## config.mk

```make
export PLATFORM = sky130hd
export DESIGN_NAME = sbc_cost
export DESIGN_NICKNAME = d
export VERILOG_FILES = /design/src/sbc_pkg.sv /design/src/sbc_cost.sv
export SDC_FILE = /design/constraint.sdc
export NUM_CORES = 1
export LEC_CHECK = 0
export BUFFER_PORTS_ARGS = -buffer_cell sky130_fd_sc_hd__buf_2
export CORE_ASPECT_RATIO = 0.75
export CORE_MARGIN = 5
export CORE_UTILIZATION = 30
export DETAILED_ROUTE_END_ITERATION = 6
export SYNTH_ARGS = -nofsm -noshare
export SYNTH_HDL_FRONTEND = slang
export SYNTH_SLANG_ARGS = --single-unit
```

## constraint.sdc

```tcl
create_clock -name i_clk -period 25.8 [get_ports i_clk]
set_clock_uncertainty 0.2 [all_clocks]
set_input_delay 3.87 -clock i_clk [delete_from_list [all_inputs] [get_ports i_clk]]
set_output_delay 3.87 -clock i_clk [all_outputs]
set_load 0.005 [all_outputs]
```

## src/sbc_pkg.sv

```systemverilog
// shared types, constants and helpers for the block distortion / cost unit
// no dependencies; imported by every module of the unit
`default_nettype none
package sbc_pkg;

    localparam int MAX_SIZE  = 32;
    localparam int STORE_AW  = 10;     // log2(MAX_SIZE*MAX_SIZE)
    localparam int DIFF_W    = 19;
    localparam int SMP_W     = 8;
    localparam int DIST_W    = 29;
    localparam int COST_W    = 44;
    localparam int ACC_W     = 18;
    localparam int TOT_W     = 11;
    localparam int DIM_W     = 6;
    localparam int QP_W      = 6;
    localparam int LOG_W     = 3;
    localparam int POS_W     = 5;      // log2(MAX_SIZE)
    localparam int PAIR_W    = 4;
    localparam int MANT_W    = 17;
    localparam int PROD_W    = DIST_W + MANT_W;
    localparam int SH_W      = 5;
    localparam int CFG_IDX_W = 2;
    localparam logic [QP_W-1:0] QP_MAX = 6'd51;
    localparam logic [SH_W-1:0] LAMBDA_FRAC = 5'd20;

    typedef enum logic [CFG_IDX_W-1:0] {
        CFG_USE_SATD = 2'd0,
        CFG_QP       = 2'd1,
        CFG_WIDTH    = 2'd2,
        CFG_HEIGHT   = 2'd3
    } t_cfg_idx;

    typedef enum logic [1:0] {
        ST_IDLE  = 2'd0,
        ST_XFORM = 2'd1,
        ST_SUM   = 2'd2
    } t_state;

    typedef enum logic [1:0] {
        PH_RD_A = 2'd0,
        PH_RD_B = 2'd1,
        PH_WR_A = 2'd2,
        PH_WR_B = 2'd3
    } t_phase;

    typedef struct packed {
        logic              vld;
        logic [DIST_W-1:0] dist_val;
        logic [QP_W-1:0]   qp;
    } t_cost_req;

    // lambda mantissas, 0.85 * 2^(r/3) in Q16
    function automatic logic [MANT_W-1:0] lambda_mant(input logic [1:0] r);
        logic [MANT_W-1:0] m;
        case (r)
            2'd0:    m = 17'd55706;
            2'd1:    m = 17'd70185;
            default: m = 17'd88427;
        endcase
        return m;
    endfunction

    // qp / 3 for qp <= 51 via reciprocal multiply
    function automatic logic [SH_W-1:0] qp_div3(input logic [QP_W-1:0] qp);
        logic [12:0] p;
        p = 13'(qp) * 13'd43;
        return p[11:7];
    endfunction

endpackage
`default_nettype wire

```

## src/sbc_cost.sv

```systemverilog
// lambda scaling: distortion times q16 mantissa, shifted by the qp exponent
// uses sbc_pkg; two register stages
`default_nettype none
module sbc_cost (
    input  wire logic                       i_clk,
    input  wire logic                       i_rst_n,
    input  sbc_pkg::t_cost_req              i_req,
    output logic                            o_valid,
    output logic [sbc_pkg::DIST_W-1:0]      o_distortion,
    output logic [sbc_pkg::COST_W-1:0]      o_cost
);
    import sbc_pkg::*;

    logic [QP_W-1:0]   qp;
    logic [SH_W-1:0]   q3;
    logic [1:0]        rem;
    logic              r_vld1, r_vld2;
    logic [DIST_W-1:0] r_dist1, r_dist2;
    logic [PROD_W-1:0] r_prod;
    logic [SH_W-1:0]   r_sh;
    logic [COST_W-1:0] r_cost;

    always_comb begin
        qp  = (i_req.qp > QP_MAX) ? QP_MAX : i_req.qp;
        q3  = qp_div3(qp);
        rem = 2'(qp - QP_W'(q3) * 6'd3);
    end

    always_ff @(posedge i_clk) begin
        if (!i_rst_n) begin
            r_vld1 <= 1'b0;
            r_vld2 <= 1'b0;
        end else begin
            r_vld1 <= i_req.vld;
            r_vld2 <= r_vld1;
        end
        r_dist1 <= i_req.dist_val;
        r_prod  <= PROD_W'(i_req.dist_val) * PROD_W'(lambda_mant(rem));
        r_sh    <= LAMBDA_FRAC - q3;
        r_dist2 <= r_dist1;
        r_cost  <= COST_W'(r_prod >> r_sh);
    end

    assign o_valid      = r_vld2;
    assign o_distortion = r_dist2;
    assign o_cost       = r_cost;
endmodule
`default_nettype wire

```

### Yosys cells after proc, flatten, opt, wreduce, memory -nomap -nowiden

Index checks and enable logic that the tools add are counted.

| operators by class | value |
|---|---|
| add/sub/neg operators | 2 |
| multipliers | 3 |
| div/mod/pow operators | 0 |
| magnitude comparators | 1 |
| equal/unequal tests | 1 |
| shift-type cells | 1 |
| muxes and demuxes | 2 |
| bitwise gates (word level) | 0 |
| reductions and logical operators | 1 |

Operators by type and width:

| operator | count |
|---|---|
| 29-bit by 17-bit multiplier with 46-bit output | 1 |
| 46-bit by 5-bit >> shifter with 44-bit output | 1 |
| 17-bit one-hot mux with 2 select lines | 1 |
| 6-bit by 6-bit multiplier with 12-bit output (second input constant) | 1 |
| 6-bit > comparator (second input constant) | 1 |
| 6-bit two-way mux | 1 |
| 5-bit by 2-bit multiplier with 2-bit output (second input constant) | 1 |
| 5-bit subtractor (first input constant) | 1 |
| 2-bit by 1-bit == test with 1-bit output (second input constant) | 1 |
| 2-bit logical NOT | 1 |
| 2-bit subtractor | 1 |

| storage, ports and cells | value |
|---|---|
| register bits | 155 |
| bits in latches | 0 |
| RAM bits | 0 |
| ROM bits | 0 |
| input port bits | 38 |
| memories kept | 0 |

### Depth between registers and ports, before layout

| logic depth | value |
|---|---|
| word-level depth | 8 |
| depth in mapped cells | 44 |
| gate-level depth less buffers | 41 |

### Worst setup path before layout

Ideal clock, no wire load.

| timing | value |
|---|---|
| kind | input to register |
| from | in i_req[4] in the netlist's numbering |
| to | reg r_prod[40] |
| library setup time | 0.065 ns |
| arrival | 13.065 ns |
| required time | 25.535 ns |
| slack | 12.470 ns |
| cell stages on the path | 41 |
| buffers on the path | 2 |
| path through | ha_1 > o21ai_2 > nand2b_1 > ha_1 > ha_1 > fa_1 > ha_1 > nand2_1 > a211oi_1 > o21a_1 > o21a_1 > o21a_1 > nor2_1 > xor2_1 > ha_1 > xor2_1 > or2_2 > clkbuf_1 > (+5 left out) > fa_1 > fa_1 > inv_1 > fa_1 > fa_1 > inv_1 > fa_1 > inv_1 > ha_1 > a21oi_1 > o21ai_1 > a22o_1 > o41ai_1 > o21ai_0 > a41oi_4 > o21ai_2 > or4b_1 > nand4b_1 |

| between the ends | value |
|---|---|
| longest elaborated chain between the ends | 8 |
| elaborated cells between the ends (all ways) | 9 |
| those cells by class | add/sub: 1; mul: 3; order compare: 1; eq/ne: 1; mux: 2; reduce/logical: 1 |

Ends and longest elaborated chain:

| what | RTL line | text |
|---|---|---|
| start, declared | sbc_cost.sv:7 | `input sbc_pkg::t_cost_req i_req,` |
| 6-bit > comparator | sbc_cost.sv:24 | `qp = (i_req.qp > QP_MAX) ? QP_MAX : i_req.qp;` |
| 6-bit two-way mux * | sbc_cost.sv:24 |  |
| 6-bit by 6-bit multiplier with 12-bit output | sbc_pkg.sv:66 | `p = 13'(qp) * 13'd43;` |
| 5-bit by 2-bit multiplier with 2-bit output | sbc_cost.sv:26 | `rem = 2'(qp - QP_W'(q3) * 6'd3);` |
| 2-bit subtractor * | sbc_cost.sv:26 |  |
| 2-bit by 1-bit == test with 1-bit output / 2-bit logical NOT (equally long branches) | sbc_pkg.sv:55 | `case (r)` |
| 17-bit one-hot mux with 2 select lines * | sbc_pkg.sv:55 |  |
| 29-bit by 17-bit multiplier with 46-bit output * | sbc_cost.sv:38 | `r_prod <= PROD_W'(i_req.dist_val) * PROD_W'(lambda_mant(rem));` |
| end signal, assigned | sbc_cost.sv:38 |  |
| end, declared | sbc_cost.sv:19 | `logic [PROD_W-1:0] r_prod;` |

Every way passes the cells marked *; elsewhere a longest branch is shown, timed or not.
A chain may end at the register's enable or synchronous reset.

### Final worst setup path

Same ends and word-level chain as after synthesis.

==> metrics.md <==
| Metric | Value |
|---|---|
| Final Core Density | about 34% |
| Status | completed |
| Root buffer cell | clkbuf_16 |
| Area growth syn-to-layout | 10.6% |
| Die Y | around 230 um |
| Final Hold Vio Count | 0 |
| CP max-delay cell | buf_4 |
| Overflow after GRT | 0 |
| H-tree Lvls | 4 |
| Startpoint Class | input port |
| Initial antenna violation count | 0 |
| Multi-input logic area | 14300 sq um |
| First-pass GRT wire length | 80900 um |
| Avg Cell Area, Syn | 9.61 sq um |
| Max-cap violation count | 0 |
| Largest net degree at the start of global routing | 70 |
| Synth area leaders | fa_1 (31%), dfxtp_1 (16%), ha_1 (15%), inv_1 (9.1%), nand2_1 (3.7%) |
| Yosys cell types | 73 |
| Synth Net Count | 2600 |
| Slew Viols, Final | 0 |
| Final setup vio count | 0 |
| Number of global-route vias before repair | 14785 |
| GRT Total Usage | about 15% |
| Main flop type after synthesis | dfxtp_1 |
| Via count of the routed design | 13614 |
| Clock-pin transition on the worst setup and hold timing paths | roughly 0.080 ns |
| Final min period | ~15 ns |
| Crit path arrival time | 14.79 ns |
| Hold buffer count at CTS | 0 |
| Port-buffer cells | between 100 and 150 |
| IO Count | about 110 |
| Clock Path Buffers | 2 |
| DRT Wirelength | roughly 50000 um |
| Worst slew pin tran | 1.06 ns |
| Relative slew slack | ~29% |
| Drt pass-1 iters | 7 |
| # resized after CTS | 0 |
| TritonCTS buffer count | 17 |
| Storage cell area | 3110 sq um |
| Layout cells sized above 1 | 10.2% |
| Critical path capture point type | flop |
| Crit share post-route | 56.4% |
| Ys Warns | 0 |
| Setup bufs post-CTS | 0 |
| Post-synth EDFFs | 0 |
| Core ar. | ~64000 sq um |
| Die Wd | ~300 um |
| Via density | ~4.6 |
| Initial Util | 30.4% |
| Req. time, crit path | 26.04 ns |
| Fraction of the yosys area taken by sequential cells | 16.0% |
| Ys async rst share | 0% |
| Syn Inst Count | 2022 |
| Die Area | 70000 sq um |
| Fmax | 0.0687 GHz |
| Critical path type | in -> reg |
| Layout Nets | 2669 |
| Antenna fix cells | 0 |
| Setup TNS | 0 ns |
| Cells after DPL | 2933 |
| Commonest cells after routing, fill and taps aside | inv_1 (472), fa_1 (303), ha_1 (237) |
| Worst stage delay on the critical path | 0.53 ns |
| Skew-Pair Late Insertion Delay | 0.50 ns |
| #FFs+latches synth | 155 |
| Dpl hpwl | between 40000 and 50000 um |
| Final ANT Viol Nets | 0 |
| Commonest non-fill, non-tap cell in the layout | inv_1 |
| Top-area cell type share of the netlist area | 31.2% |
| Fillers | around 6600 |
| CP dominant cell by count | fa_1 |
| Cell Area, Synth | 19400 sq um |
| Drt first-iter violations | 698 |
| Clock sinks | 155 |
| Cell taking the most area after synthesis | fa_1 |
| Hold Path Class | reg -> reg |
| Hold slack | ~0.12 ns |
| Routed wire length per instance | between 15 and 20 um |
| DRC Markers | 0 |
| RePlAce Congestion | between 0.9 and 1 |
| RSZ-0062 raised after global routing | false |
| FP Rows | 80 |
| CTS tree | done |
| CP Max Fanout | 69 |
| Layout Cells excl Fill | 2965 |
[critical path, delay by kind of cell]
| kind | cells | cell delay (ns) |
|---|---|---|
| compound gates | 12 | 2.50 |
| xor+xnor | 3 | 0.69 |
| fa+ha+maj | 13 | 5.06 |
| buf+inv | 7 | 1.20 |
| simple gates | 7 | 1.39 |
[path summary, 6_finish.rpt]
kind,slack [ns],startpoint,depth (start not counted),to
worst min-delay path,0.12,r_dist1[23],0,o_distortion[23]
worst max register to register,22.77,r_sh[2],6,o_cost[2]
worst max-delay path,11.25,i_req[4],42,r_prod[40]
worst min register to register,0.12,r_dist1[23],0,o_distortion[23]
[cells by family after synthesis]
group	synth area share, %
xor gates and xnor gates	2.73
adders and majority gates	46.5
muxes	6.21
DFF	16.0
and+or+nand+nor	10.9
AOI/OAI and AO/OA	7.11
buffers and inverters	10.6
[metal layers]
metal / vias to the layer above / GRT usage [%] / part of all wire, %
met5: - / 0 / 0
met4: 0 / 2.98 / 1.1
met3: 31 / 3.77 / 6.1
met2: 290 / 23.0 / 45
met1: 6823 / 20.7 / 48
li1: 6470 / - / -
[registers in the layout, indices dropped and copies added (netlist names)]
signal and count:
r_vld1 1, o_distortion 29, r_prod 46, r_sh 5, o_valid 1, o_cost 44, r_dist1 29
[through the flow]
| step | area (sq um) | worst slack, ns |
|---|---|---|
| 2_1_floorplan | 19400 | 12.47 |
| 6_report | 21500 | 11.25 |
| 3_3_place_gp | 20900 | 11.12 |
| 3_5_place_dp | 20900 | 10.86 |
| 4_1_cts | 21500 | 11.38 |
| 5_1_grt | 21500 | 10.69 |
[Yosys cell counts, types with 3 or more instances]
master    instances
clkbuf_1         46
nand3_1          10
ha_1            237
nor3_1            9
o211ai_1          4
mux2_2            6
o21ai_0          33
or2_2             3
buf_1             9
xor2_1           19
dfxtp_1         155
mux4_2           29
o21a_1            8
a21oi_1          63
mux2i_1          47
inv_1           472
nand2_1         194
nor4b_1           3
fa_1            303
a21o_1           24
a211oi_1         13
a31oi_1          17
buf_2            10
o21bai_1          7
nor2b_1          37
nand3b_1          4
o21ai_2           4
nor4_1            4
and3_1           15
nand4_1           4
and2_1           67
xnor2_1          39
nor2_1           58
o22ai_1           7
nand2b_1         16
[final cells by class]
cell class	count	share of cell area (%)
repair buffers	118	2.83
clock inverters	15	0.961
multi-input cells	1325	66.5
inverters	474	8.28
flip-flops and latches	155	14.5
well taps	861	5.01
clock buffers	17	1.98
Power is left out: the tool's default activity adds up to more than one toggle a clock period on the data nets, which glitch-free logic cannot reach.
